### config.mk
export PLATFORM = sky130hd
export DESIGN_NAME = mftr_queue
export DESIGN_NICKNAME = d
export VERILOG_FILES = /design/src/rtl/assert_macros.svh /design/src/rtl/mftr_pkg.sv /design/src/rtl/mftr_queue.sv
export SDC_FILE = /design/constraint.sdc
export NUM_CORES = 1
export LEC_CHECK = 0
export BUFFER_PORTS_ARGS = -buffer_cell sky130_fd_sc_hd__buf_2
export CAP_MARGIN = 20
export CORE_ASPECT_RATIO = 1.2
export CORE_UTILIZATION = 25
export DETAILED_ROUTE_END_ITERATION = 16
export GPL_ROUTABILITY_DRIVEN = 0
export PLACE_DENSITY = 0.53
export SLEW_MARGIN = 0
export SYNTH_ARGS = -nofsm -noshare
export SYNTH_HDL_FRONTEND = slang
export SYNTH_SLANG_ARGS = --single-unit
### constraint.sdc
create_clock -name clk -period 18.35 [get_ports clk]
set_clock_uncertainty 0.15 [all_clocks]
set_input_delay 1.835 -clock clk [delete_from_list [all_inputs] [get_ports clk]]
set_output_delay 1.835 -clock clk [all_outputs]
set_load 0.01 [all_outputs]
### src/rtl/assert_macros.svh
`ifndef ASSERT_MACROS_SVH
`define ASSERT_MACROS_SVH

// same-cycle implication, quiet during reset
`define MFTR_ASSERT_IMP(lbl, clk, rst_n, ante, cons) \
    lbl: assert property (@(posedge clk) disable iff (!rst_n) (ante) |-> (cons)) \
        else $error("same-cycle check failed");

// next-cycle implication, quiet during reset
`define MFTR_ASSERT_NXT(lbl, clk, rst_n, ante, cons) \
    lbl: assert property (@(posedge clk) disable iff (!rst_n) (ante) |=> (cons)) \
        else $error("next-cycle check failed");

`endif

### src/rtl/mftr_pkg.sv
`default_nettype none

package mftr_pkg;

    localparam int ENTRIES_DEF = 64;
    localparam int QUEUE_DEPTH = 2;
    localparam int ID_W        = 6;
    localparam int COUNT_W     = 7;

    localparam logic [2:0] MODE_SEARCH     = 3'd0;
    localparam logic [2:0] MODE_INSERT     = 3'd1;
    localparam logic [2:0] MODE_INSERT_AT  = 3'd2;
    localparam logic [2:0] MODE_DELETE     = 3'd3;
    localparam logic [2:0] MODE_DELETE_ALL = 3'd4;

    typedef enum logic [2:0] {
        OP_SEARCH,
        OP_INSERT,
        OP_INSERT_AT,
        OP_DELETE,
        OP_DELETE_ALL,
        OP_NONE
    } op_t;

    typedef enum logic [1:0] {
        STAT_HIT     = 2'd0,
        STAT_MISS    = 2'd1,
        STAT_FULL    = 2'd2,
        STAT_UNAVAIL = 2'd3
    } status_t;

    typedef enum logic [3:0] {
        ST_IDLE,
        ST_MATCH,
        ST_PICK,
        ST_HEAD_TAKE,
        ST_FIND_RD,
        ST_FIND_CHK,
        ST_SHIFT_RD,
        ST_SHIFT_WR,
        ST_FLUSH
    } state_t;

    typedef struct packed {
        logic [31:0] sip;
        logic [31:0] dip;
        logic [15:0] sport;
        logic [15:0] dport;
        logic [7:0]  prot;
    } tuple_t;

    typedef struct packed {
        logic [2:0]  mode;
        logic [31:0] src_ip;
        logic [31:0] dst_ip;
        logic [15:0] src_l4;
        logic [15:0] dst_l4;
        logic [7:0]  proto;
        logic [31:0] mask_src_ip;
        logic [31:0] mask_dst_ip;
        logic [15:0] mask_src_l4;
        logic [15:0] mask_dst_l4;
        logic [7:0]  mask_proto;
        logic [5:0]  position;
    } request_t;

    typedef struct packed {
        logic [1:0]         status;
        logic [ID_W-1:0]    rule_id;
        logic [COUNT_W-1:0] free_count;
    } result_t;

    typedef struct packed {
        op_t        op;
        tuple_t     value;
        tuple_t     mask;
        logic [5:0] position;
    } cmd_t;

endpackage

`default_nettype wire

### src/rtl/mftr_queue.sv
`default_nettype none

module mftr_queue #(
    parameter int DEPTH = mftr_pkg::QUEUE_DEPTH
) (
    input  wire logic           clk,
    input  wire logic           rst_n,
    input  wire logic           push,
    input  wire mftr_pkg::cmd_t push_cmd,
    input  wire logic           pop,
    output mftr_pkg::cmd_t      head_cmd,
    output logic                full,
    output logic                empty
);

    localparam int PTR_W = (DEPTH > 1) ? $clog2(DEPTH) : 1;
    localparam int CNT_W = $clog2(DEPTH + 1);

    mftr_pkg::cmd_t   slots[DEPTH];
    logic [PTR_W-1:0] wr_ptr_reg;
    logic [PTR_W-1:0] wr_ptr_next;
    logic [PTR_W-1:0] rd_ptr_reg;
    logic [PTR_W-1:0] rd_ptr_next;
    logic [CNT_W-1:0] cnt_reg;
    logic [CNT_W-1:0] cnt_next;

    assign full     = (cnt_reg == CNT_W'(DEPTH));
    assign empty    = (cnt_reg == '0);
    assign head_cmd = slots[rd_ptr_reg];

    always_comb
    begin
        wr_ptr_next = wr_ptr_reg;
        rd_ptr_next = rd_ptr_reg;
        cnt_next    = cnt_reg;
        if (push)
        begin
            wr_ptr_next = (wr_ptr_reg == PTR_W'(DEPTH - 1)) ? '0 : wr_ptr_reg + 1'b1;
        end
        if (pop)
        begin
            rd_ptr_next = (rd_ptr_reg == PTR_W'(DEPTH - 1)) ? '0 : rd_ptr_reg + 1'b1;
        end
        if (push && !pop)
        begin
            cnt_next = cnt_reg + 1'b1;
        end
        else if (pop && !push)
        begin
            cnt_next = cnt_reg - 1'b1;
        end
    end

    always_ff @(posedge clk or negedge rst_n)
    begin
        if (!rst_n)
        begin
            wr_ptr_reg <= '0;
            rd_ptr_reg <= '0;
            cnt_reg    <= '0;
        end
        else
        begin
            wr_ptr_reg <= wr_ptr_next;
            rd_ptr_reg <= rd_ptr_next;
            cnt_reg    <= cnt_next;
        end
    end

    always_ff @(posedge clk)
    begin
        if (push)
        begin
            slots[wr_ptr_reg] <= push_cmd;
        end
    end

endmodule

`default_nettype wire

==> results.cfg <==
[die]
ioPinCount = 440
dieWidth_um = 235
coreArea_um2 = 64400
die_h_um = 282
row_count = 102
dieArea_um2 = 66100
start_util_pct = 25.3

[logic_synthesis]
synth-xor-area-share_pct = 0.269
synth_top_cell_by_area = edfxtp_1
synth_adder_area_share_pct = 0.0769
ys_top_cells_by_count = edfxtp_1 (434), mux2_2 (117), mux2_4 (100)
synth-seq-cells = 438
synth-compound-area-share_pct = 0
synth.top_cell.area_share_pct = 80.1
synth_most_common_cell = edfxtp_1
avgSynthCellArea_um2 = 23.6
synth-simple-area-share_pct = 0.161
synth_top_family_by_area = multiplexers
async_reset_ff_share_pct = 0.913
syn_area_um2 = 16300
synth_edf_count = 434
synthTopCellsByArea = edfxtp_1 (80%), mux2_4 (9.2%), mux2_2 (8.1%)
synth.distinct_cells = 15
muxShareOfSynthArea_pct = 17.3
synth-main-ff-cell = edfxtp_1
ys_seq_area_share_pct = 80.7
syn_inst = 691
synth_nets = 913
yosysWarnings = 0

[global_routing]
track_usage_pct = 9.95
grt_overflow_total = 0
grt_pass1_wl_um = 50500
grt_max_degree = 148
grt_pass1_vias = 8359
antenna_found_initial = 11

[finish]
largest_reg_flops = 434
drive_gt1_share_pct = 61.0
regArea_um2 = 13100
finalNonFillerCells = 2026
fillCellCount = 6270
fin_nets = 1383
multiInputGateArea_um2 = 2910
fin_util_pct = 32.2
area_growth_pct = 27.7

[sta]
timing.final.crit_period_ps = 5730
period_share_pct = 31.2
setup_viol = 0
whs_ps = 338
rsz0062_at_grt = false
worstMarginPinSlew_ps = 1030
hold_viol_final = 0
slew_headroom_pct = 31.1
drv_slew = 0
max_freq_mhz = 175
setup-tns-final_ps = 0

[run_status]
status = finished clean

[place]
dpl.cell_count = 1946
hpwl_um = 23100
port_buffers = 439

[route]
drtPass1Iterations = 4
wl_per_cell_um = 17.0
drt-total-wl_um = 34300
initialDrtViolationCount = 289
drc = 0
postRouteAntennaNets = 0
vias_per_cell = 3.98
num_vias = 8064

[run]
drv_cap = 0

[clock_tree]
cts_hold_buf = 0
cts_buffers = 45
h-tree-depth = 2
cts_tree = yes
clock_path_buffers = 3
clkTransAtPathRegs_ps = 60
cts-root-buf = clkbuf_16
cts_setup_buffers = 0
clk_latency_ps = 550
cts_resized = 0
clkSinkCount = 438

[setup_path]
end_kind = output pin
critPathLaunchType = flip-flop
critPathRequiredTime_ps = 16360
arrival_ps = 3740
cp_max_fo = 55
crit_type = reg2out

[power]
ir_drop_mv = 0.0926
power.density_nw_per_um2 = 153
p_leak_nw = 7.91

[hold_path]
hp-class = reg2reg
critical path: stages, from the launching register on:
cell	delay, ps
dfrtp_4	910
buf_4	720
buf_4	840
mux2_2	410
buf_2	130
cells by family (layout without fill, tap and decap cells):
group / after synthesis / in the layout
flops: 438 / 438
xor+xnor: 5 / 5
fa+ha+maj: 1 / 1
simple gates: 5 / 5
mux: 217 / 217
buf+inv: 25 / 526
other cells: 0 / 2
where the power goes:
group	switching (mW)	total [mW]	internal [mW]
registers	0.0662	1.40	1.33
clock network	0.364	0.879	0.516
logic	0.468	0.909	0.441
area by class of cell:
cell class | instances | area share [%]
multi-input combinational | 228 | 14.0
tap | 832 | 5.01
timing repair buffer | 447 | 10.9
sequential | 438 | 63.2
antenna | 2 | 0.0241
clock inverter | 18 | 0.789
inverter | 1 | 0.0181
clock buffer | 60 | 5.99
metal layers:
| metal | vias up | track usage [%] | wire length, um |
|---|---|---|---|
| met1 | 3934 | 11.1 | 13300 |
| met2 | 333 | 16.9 | 17000 |
| met4 | 10 | 3.68 | 955 |
| li1 | 3709 | - | - |
| met5 | - | 0 | 67 |
| met3 | 78 | 4.22 | 3040 |
cells in the final DEF (no fill, tap or decap), drive strengths merged:
cell type  count
clkinv        14
buf          447
edfxtp       434
clkbuf        60
bufinv         3
xnor2          1
xor2           4
inv            2
mux2         217
and2           1
nor2b          2
dfrtp          4
nor2           2
ha             1
diode          2
worst paths after layout:
| path | to | from | cells past startpoint | slack [ps] |
|---|---|---|---|---|
| worst max-delay path | head_cmd[12] | rd_ptr_reg$_DFFE_PN0P_ | 4 | 12620 |
| worst min-delay path | cnt_reg[1]$_DFFE_PN0P_ | cnt_reg[1]$_DFFE_PN0P_ | 1 | 340 |
| worst max register to register | slots[1][130]$_DFFE_PP_ | wr_ptr_reg$_DFFE_PN0P_ | 3 | 15270 |
| worst min register to register | cnt_reg[1]$_DFFE_PN0P_ | cnt_reg[1]$_DFFE_PN0P_ | 1 | 340 |
| max in group asynchronous | rd_ptr_reg$_DFFE_PN0P_ | rst_n | 1 | 16970 |
| min in group asynchronous | wr_ptr_reg$_DFFE_PN0P_ | rst_n | 1 | 930 |
metrics by stage:
step	area (um2)	power, mW	setup slack (ps)
global route	20800	3.34	12370
CTS	20800	3.25	12510
detailed placement	19400	2.35	13140
floorplan	16300	2.09	6190
global placement	19400	2.34	13210
finish	20800	3.18	12620
Note: power is estimated with default switching activity, not from simulation.
