File: src/rtl/assert_macros.svh
`ifndef ASSERT_MACROS_SVH
`define ASSERT_MACROS_SVH

// same-cycle implication, quiet during reset
`define MFTR_ASSERT_IMP(lbl, clk, rst_n, ante, cons) \
    lbl: assert property (@(posedge clk) disable iff (!rst_n) (ante) |-> (cons)) \
        else $error("same-cycle check failed");

// next-cycle implication, quiet during reset
`define MFTR_ASSERT_NXT(lbl, clk, rst_n, ante, cons) \
    lbl: assert property (@(posedge clk) disable iff (!rst_n) (ante) |=> (cons)) \
        else $error("next-cycle check failed");

`endif

File: src/rtl/mftr_pkg.sv
`default_nettype none

package mftr_pkg;

    localparam int ENTRIES_DEF = 64;
    localparam int QUEUE_DEPTH = 2;
    localparam int ID_W        = 6;
    localparam int COUNT_W     = 7;

    localparam logic [2:0] MODE_SEARCH     = 3'd0;
    localparam logic [2:0] MODE_INSERT     = 3'd1;
    localparam logic [2:0] MODE_INSERT_AT  = 3'd2;
    localparam logic [2:0] MODE_DELETE     = 3'd3;
    localparam logic [2:0] MODE_DELETE_ALL = 3'd4;

    typedef enum logic [2:0] {
        OP_SEARCH,
        OP_INSERT,
        OP_INSERT_AT,
        OP_DELETE,
        OP_DELETE_ALL,
        OP_NONE
    } op_t;

    typedef enum logic [1:0] {
        STAT_HIT     = 2'd0,
        STAT_MISS    = 2'd1,
        STAT_FULL    = 2'd2,
        STAT_UNAVAIL = 2'd3
    } status_t;

    typedef enum logic [3:0] {
        ST_IDLE,
        ST_MATCH,
        ST_PICK,
        ST_HEAD_TAKE,
        ST_FIND_RD,
        ST_FIND_CHK,
        ST_SHIFT_RD,
        ST_SHIFT_WR,
        ST_FLUSH
    } state_t;

    typedef struct packed {
        logic [31:0] sip;
        logic [31:0] dip;
        logic [15:0] sport;
        logic [15:0] dport;
        logic [7:0]  prot;
    } tuple_t;

    typedef struct packed {
        logic [2:0]  mode;
        logic [31:0] src_ip;
        logic [31:0] dst_ip;
        logic [15:0] src_l4;
        logic [15:0] dst_l4;
        logic [7:0]  proto;
        logic [31:0] mask_src_ip;
        logic [31:0] mask_dst_ip;
        logic [15:0] mask_src_l4;
        logic [15:0] mask_dst_l4;
        logic [7:0]  mask_proto;
        logic [5:0]  position;
    } request_t;

    typedef struct packed {
        logic [1:0]         status;
        logic [ID_W-1:0]    rule_id;
        logic [COUNT_W-1:0] free_count;
    } result_t;

    typedef struct packed {
        op_t        op;
        tuple_t     value;
        tuple_t     mask;
        logic [5:0] position;
    } cmd_t;

endpackage

`default_nettype wire

File: src/rtl/mftr_front.sv
`default_nettype none

module mftr_front (
    input  wire logic              clk,
    input  wire logic              rst_n,
    input  wire logic              start,
    input  wire mftr_pkg::request_t request,
    output logic                   busy,
    output logic                   push,
    output mftr_pkg::cmd_t         push_cmd,
    input  wire logic              queue_full
);

    logic           stage_valid_reg;
    logic           stage_valid_next;
    mftr_pkg::cmd_t stage_reg;
    mftr_pkg::cmd_t classified;
    logic           accept;

    always_comb
    begin
        classified.value    = {request.src_ip, request.dst_ip, request.src_l4,
                               request.dst_l4, request.proto};
        classified.mask     = {request.mask_src_ip, request.mask_dst_ip,
                               request.mask_src_l4, request.mask_dst_l4,
                               request.mask_proto};
        classified.position = request.position;
        case (request.mode)
            mftr_pkg::MODE_SEARCH:     classified.op = mftr_pkg::OP_SEARCH;
            mftr_pkg::MODE_INSERT:     classified.op = mftr_pkg::OP_INSERT;
            mftr_pkg::MODE_INSERT_AT:  classified.op = mftr_pkg::OP_INSERT_AT;
            mftr_pkg::MODE_DELETE:     classified.op = mftr_pkg::OP_DELETE;
            mftr_pkg::MODE_DELETE_ALL: classified.op = mftr_pkg::OP_DELETE_ALL;
            default:                   classified.op = mftr_pkg::OP_NONE;
        endcase
    end

    assign busy     = stage_valid_reg && queue_full;
    assign accept   = start && !busy;
    assign push     = stage_valid_reg && !queue_full;
    assign push_cmd = stage_reg;

    always_comb
    begin
        stage_valid_next = stage_valid_reg;
        if (accept)
        begin
            stage_valid_next = 1'b1;
        end
        else if (push)
        begin
            stage_valid_next = 1'b0;
        end
    end

    always_ff @(posedge clk or negedge rst_n)
    begin
        if (!rst_n)
        begin
            stage_valid_reg <= 1'b0;
        end
        else
        begin
            stage_valid_reg <= stage_valid_next;
        end
    end

    always_ff @(posedge clk)
    begin
        if (accept)
        begin
            stage_reg <= classified;
        end
    end

endmodule

`default_nettype wire

File: config.mk
export PLATFORM = sky130hd
export DESIGN_NAME = mftr_front
export DESIGN_NICKNAME = d
export VERILOG_FILES = /design/src/rtl/assert_macros.svh /design/src/rtl/mftr_pkg.sv /design/src/rtl/mftr_front.sv
export SDC_FILE = /design/constraint.sdc
export NUM_CORES = 1
export LEC_CHECK = 0
export ABC_AREA = 1
export BUFFER_PORTS_ARGS = -buffer_cell sky130_fd_sc_hd__buf_2
export CAP_MARGIN = 20
export CELL_PAD_IN_SITES_DETAIL_PLACEMENT = 0
export CELL_PAD_IN_SITES_GLOBAL_PLACEMENT = 1
export CORE_AREA = 2 2 172 174
export DETAILED_ROUTE_END_ITERATION = 8
export DIE_AREA = 0 0 174 176
export PLACE_DENSITY_LB_ADDON = 0.2
export SLEW_MARGIN = 10
export SYNTH_ARGS = -nofsm -noshare
export SYNTH_HDL_FRONTEND = slang
export SYNTH_SLANG_ARGS = --single-unit
export TNS_END_PERCENT = 50
File: constraint.sdc
create_clock -name clk -period 15 [get_ports clk]
set_clock_uncertainty 0.1 [all_clocks]
set_input_delay 0.75 -clock clk [delete_from_list [all_inputs] [get_ports clk]]
set_output_delay 0.75 -clock clk [all_outputs]
set_load 0.05 [all_outputs]
==> reports/results.md, run 1 <==
| Quantity | Reported |
|:---|:---|
| Family with the most delay on the worst path | buffers and inverters |
| TritonCTS Buffers | 24 |
| Critical register-to-register path startpoint | stage_valid_reg |
| Path type of the worst setup path | flop to flop |
| Power Total | 0.001454 W |
| Min cycle time layout | 3.229 ns |
| Highest layer used for signal routing | met5 |
| Final setup fails | 0 |
| Count of warnings emitted by yosys | 0 |
| First drt pass iteration count | 4 |
| Endpoint with the worst hold slack | push_cmd[192] |
| Synthesized area | 0.006591 mm² |
| Internal power | 0.001072 W |
| Site Rows | 62 |
| Count of buffers inserted at the top-level ports | 439 |
| Worst-skew pair later-pin latency | 0.51 ns |
| Pwr Density | 145.0 mW/mm² |
| FFs w/ async S/R, synth | 0.4587% |
| Cell with the largest stage delay on the worst path | buf_4 |
| Top cells by area, synth | edfxtp_1 (99%), dfrtp_1 (0.38%), inv_1 (0.28%) |
| Final Net Count | 920 |
| Clock slew at reported path FFs | 0.06 ns |
| Clock buffer depth | 3 |
| Stage delay of the slowest cell on the critical path | 0.84 ns |
| DP Wirelength | 13,970 µm |
| Residual DRC | 0 |
| Combinational group share of total power | 13.1% |
| Vias in the first global route | 4,417 |
| Library cell occupying the most area in the post-synthesis netlist | edfxtp_1 |
| GRT Util Overall | 11.16% |
| Post-synthesis average cell area | 28.53 µm² |
| Primary FF master, synth | edfxtp_1 |
| Synthesized instance count | 231 |
| Met3 routed wirelength | 1860 µm |
| Placeable core region | 0.02855 mm² |
| Max Freq | 309.7 MHz |
| Global-route wire length before repair | 26,090 µm |
| Share of the yosys chip area belonging to registers | 99.24% |
| Min-Delay Path Depth | 1 |
| # H-tree levels | 1 |
| Area growth from synthesis to layout | 52.16% |
| Reported leakage power | 4.227 nW |
| Worst vdd ir | 69.84 µV |
| Worst min-delay path class | input port to flop |
| Nets in the synthesized netlist | 452 |
| Sum of buffers and inverters on the critical path | 2 |
| Data required time at the worst endpoint | 15.03 ns |
| Total congestion overflow | 0 |
| Setup total negative slack | 0 ns |
| Via-per-instance ratio | 3.749 |
| Number of vias in the routed layout | 4,120 |
| Max-slew headroom at the worst pin | 32.82% |
| Height of the chip | 176 µm |
| Psw | 0.0003822 W |
| Cells along the critical path | a21oi_4 > buf_4 > buf_4 |
| Worst-case setup slack after placement | 11.18 ns |
| Number of enable-type register cells in the synthesized netlist | 217 |
| Die Wd | 174 µm |
| Routed length per instance | 16.49 µm |
| Unrepaired setup endpoints after global routing | no |
| Run status | finished, final reports clean |
| Top cell types by occurrence after synthesis | edfxtp_1 (217), inv_1 (5), nand2_1 (4), nor2_1 (2) |
| Flop pwr share | 49.5% |
| RD Place Congestion | 0.7662 |
| Die footprint | 0.03062 mm² |
| Routed met2 length | 9482 µm |
| Top-area cell type share of the netlist area | 98.86% |
| Starting utilization of the core area | 23.09% |
| Number of max-cap violations | 0 |
| Final wirelength | 18,120 µm |
| Num ports | 440 |
| Cells resized by post-CTS repair | 0 |
| Tightest Pin Transition | 1.005 ns |
| Pin count of the biggest net entering global routing | 79 |
| Final number of max-transition violations | 0 |
| Number of register bits inferred by synthesis | 218 |
| Starting DRC count in detailed routing | 241 |
| Most used standard cell by instance count after synthesis | edfxtp_1 |
| Fraction of final layout cells sized beyond drive strength 1 | 66.15% |
| Register-to-register path setup slack | 11.77 ns |
| Cell at the root of the clock tree | clkbuf_16 |
| Initial antenna violation count | 1 |
| Flip-flop count of the largest register, all copies and words added | 217 |
| Number of cell instances on the worst register-to-register path | 3 |
| Largest fanout of any net on the critical path | 78 |
| Antenna fix cells | 0 |
| Worst flop-to-flop path endpoint | push_cmd[202] |
| Number of different library cells in the post-synthesis netlist | 7 |
| Final period util | 21.53% |
| Crit end category | flop |
| Slack of the critical path | 11.77 ns |
| Worst Hold Margin | 0.3103 ns |
| Proportion of total power due to net switching | 26.29% |
| TritonCTS clock tree | done |
| Clk network pwr share | 37.4% |
| Crit start category | flop |
| Post-placement cell area | 0.009299 mm² |
| CP dominant cell by count | buf_4 |
| Number of nets with antenna violations after routing | 0 |
| Hold violation total from the final report | 0 |
| Min-delay src | request[192] |
| Wire length on met1 | 6087 µm |
| Critical path arrival | 3.26 ns |
| Post-layout instance area | 0.01003 mm² |
| Sink Count | 218 |
## power groups by stage
stage	logic [W]	registers [W]	clock network, W
after CTS	0.000194	0.000720	0.000567
after global routing	0.000199	0.000722	0.000587
after detailed placement	0.000194	0.000732	0
after global placement	0.000192	0.000732	0
final	0.000191	0.000719	0.000544
after floorplan	0.0000128	0.000859	0
## through the flow
step | instances | utilization, %
after floorplan | 231 | -
after global placement | 1056 | 32.57
after detailed placement | 1056 | 32.57
after CTS | 1099 | 35.13
after global routing | 1099 | 35.13
final | 1099 | 35.13
## how the worst max path moves through the flow
| stage | start | endpoint | slack, ns | cells after the start |
|---|---|---|---|---|
| after floorplan | start | push_cmd[0] | 2.83 | 2 |
| after global routing | stage_valid_reg | push_cmd[202] | 11.48 | 3 |
| final | stage_valid_reg | push_cmd[202] | 11.77 | 3 |
| after CTS | stage_valid_reg | push_cmd[202] | 11.68 | 3 |
| after detailed placement | queue_full | push_cmd[34] | 11.18 | 4 |
| after global placement | queue_full | push_cmd[141] | 11.37 | 4 |
## final cells by class
type	instances	area, µm²
clock buffers	31	648.1
clock inverters	11	72.57
fillers	2816	18520
inverters	5	18.77
multi-input cells	7	38.79
flip-flops and latches	218	6541
well taps	384	480.5
repair buffers	443	2230
## cell families after synthesis
| kind of cell | share of synthesized area (%) |
|---|---|
| and+or+nand+nor | 0.3417 |
| AOI/OAI and AO/OA | 0.07586 |
| buffers and inverters | 0.3417 |
| DFF | 99.24 |
## cell usage in the layout (no fill, tap or decap)
master	synthesis	final
buf_2	0	439
edfxtp_1	217	217
clkbuf_16	0	25
clkbuf_1	1	6
clkinv_1	0	6
inv_1	5	5
nand2_1	4	4
clkinv_2	0	4
buf_4	0	3
nor2_1	2	2
a21oi_4	0	1
bufinv_16	0	1
dlygate4sd3_1	0	1
dfrtp_1	1	1
## repair_timing
item                      4_1_cts  5_1_grt
setup buffers                   0        0
hold endpoints to repair        1        0
hold buffers                    1        0
## layer usage
metal  GRT usage [%]  vias to the layer above
met4           4.272                        2
li1                -                     1868
met3           4.436                       40
met1           11.15                     1949
met5               0                        -
met2           20.78                      261
Note: power is estimated with default switching activity, not from simulation.
==> run 2: changes to the inputs <==
Settings changed: ABC_AREA 1 to 0, CORE_AREA 2 2 172 174 to 2 2 170 172, DIE_AREA 0 0 174 176 to 0 0 172 174.
Clock period 15 ns to 2.8 ns, I/O delays scaled along.
==> run 2 against run 1 <==
The run now fails in clock tree synthesis. Synthesized cell count shrank 2.6%. Synthesized area about the same.
==> reports/results.md, run 2 <==
| Quantity | Reported | Change |
|:---|:---|:---|
| Synthesized instance count | 225 | -2.6% |
| Die Wd | 172 µm | -1.1% |
| Number of register bits inferred by synthesis | 218 | unchanged |
| Number of enable-type register cells in the synthesized netlist | 217 | unchanged |
| Post-placement cell area | 0.009346 mm² | +0.51% |
| DP Wirelength | 14,060 µm | +0.65% |
| Synthesized area | 0.006586 mm² | about the same |
| TritonCTS Buffers | 25 | +4.2% |
| RD Place Congestion | 0.7529 | -1.7% |
| Run status | stopped before the end |  |
| Starting utilization of the core area | 23.33% | +0.24 points |
| # H-tree levels | 1 | unchanged |
| Site Rows | 62 | unchanged |
| Count of warnings emitted by yosys | 0 | unchanged |
| Cell at the root of the clock tree | clkbuf_16 |  |
| Height of the chip | 174 µm | -1.1% |
| Count of buffers inserted at the top-level ports | 439 | unchanged |
| Stage where the flow stopped | clock tree synthesis |  |
| Library cell occupying the most area in the post-synthesis netlist | edfxtp_1 |  |
| Clock buffer depth | 3 | unchanged |
| Top-area cell type share of the netlist area | 98.94% | about the same |
| FFs w/ async S/R, synth | 0.4587% | unchanged |
| Setup fix buffers added after clock tree synthesis | 0 | unchanged |
| Num ports | 440 | unchanged |
| Nets in the synthesized netlist | 446 | -1.3% |
| Top cell types by occurrence after synthesis | edfxtp_1 (217), a21o_1 (2), nor2b_1 (2) |  |
| Post-synthesis average cell area | 29.27 µm² | +2.6% |
| Number of buffers inserted for hold repair after clock tree synthesis | 221 | +220 |
| Share of the yosys chip area belonging to registers | 99.32% | about the same |
| Stop err | [ERROR RSZ-0060] Max buffer count reached. |  |
| Sink Count | 218 | unchanged |
| Number of cells in the design after placement | 1,052 | -0.38% |
| Number of different library cells in the post-synthesis netlist | 7 | unchanged |
| Cells resized by post-CTS repair | 0 | unchanged |
| Top cells by area, synth | edfxtp_1 (99%), dfrtp_1 (0.38%), a21o_1 (0.23%) |  |
| Most used standard cell by instance count after synthesis | edfxtp_1 |  |
| Primary FF master, synth | edfxtp_1 |  |
run 2: through the flow:
step           worst slack, ns  TNS (ns)  utilization, %
2_1_floorplan           -1.738   -377.14               -
3_5_place_dp             1.133         0           33.10
3_3_place_gp             1.162         0           33.10
run 2: cell families after synthesis:
kind of cell,count (synthesis),share of synthesized area [%]
buf+inv,1,0.05694
compound gates,3,0.3419
flops,218,99.32
simple gates,3,0.2850
==> run 3: changes to the inputs <==
Settings changed: CELL_PAD_IN_SITES_DETAIL_PLACEMENT 0 to not set, CELL_PAD_IN_SITES_GLOBAL_PLACEMENT 1 to not set, CORE_AREA 2 2 170 172 to 2 2 171 173, DIE_AREA 0 0 172 174 to 0 0 173 175, PLACE_DENSITY_LB_ADDON 0.2 to 0.15.
Clock period 2.8 ns to 3.65 ns, I/O delays scaled along.
==> run 3 against run 2 <==
The flow again stops in clock tree synthesis. Synthesized cell count is the same. Synthesized area stayed put.
==> reports/results.md, run 3 <==
| Quantity | Reported | Change |
|:---|:---|:---|
| Run status | stopped before the end |  |
| Stage where the flow stopped | clock tree synthesis |  |
| Stop err | [ERROR RSZ-0060] Max buffer count reached. |  |
| RD Place Congestion | 0.8080 | +7.3% |
| Count of warnings emitted by yosys | 0 | unchanged |
| FFs w/ async S/R, synth | 0.4587% | unchanged |
| Synthesized area | 0.006586 mm² | unchanged |
| Nets in the synthesized netlist | 446 | unchanged |
| Site Rows | 62 | unchanged |
| Top cells by area, synth | edfxtp_1 (99%), dfrtp_1 (0.38%), a21o_1 (0.23%) |  |
| DP Wirelength | 13,680 µm | -2.7% |
| Top cell types by occurrence after synthesis | edfxtp_1 (217), a21o_1 (2), nor2b_1 (2) |  |
| TritonCTS Buffers | 26 | +4.0% |
| Height of the chip | 175 µm | +0.57% |
| Count of buffers inserted at the top-level ports | 439 | unchanged |
| Post-synthesis average cell area | 29.27 µm² | unchanged |
| Top-area cell type share of the netlist area | 98.94% | unchanged |
| Cells resized by post-CTS repair | 0 | unchanged |
| # H-tree levels | 1 | unchanged |
| Clock buffer depth | 3 | unchanged |
| Starting utilization of the core area | 23.20% | -0.13 points |
| Synthesized instance count | 225 | unchanged |
| Most used standard cell by instance count after synthesis | edfxtp_1 |  |
| Library cell occupying the most area in the post-synthesis netlist | edfxtp_1 |  |
| Number of buffers inserted for hold repair after clock tree synthesis | 221 | unchanged |
| Number of cells in the design after placement | 1,049 | -0.29% |
| Setup fix buffers added after clock tree synthesis | 0 | unchanged |
| Cell at the root of the clock tree | clkbuf_16 |  |
| Number of enable-type register cells in the synthesized netlist | 217 | unchanged |
| Num ports | 440 | unchanged |
| Die Wd | 173 µm | +0.58% |
| Sink Count | 218 | unchanged |
| Number of register bits inferred by synthesis | 218 | unchanged |
| Number of different library cells in the post-synthesis netlist | 7 | unchanged |
| Primary FF master, synth | edfxtp_1 |  |
| Share of the yosys chip area belonging to registers | 99.32% | unchanged |
| Post-placement cell area | 0.009311 mm² | -0.37% |
## run 3: cell counts after synthesis
Identical to the previous run, type by type.
## run 3: kinds of logic after synthesis
group           count (synthesis)  synth area share (%)
buf+inv                         1               0.05694
simple gates                    3                0.2850
flops                         218                 99.32
compound gates                  3                0.3419
## run 3: through the flow
stage	hold WS [ns]	setup slack [ns]
detailed placement	-0.1399	1.823
global placement	-0.1403	1.880
floorplan	-0.2131	-0.8880
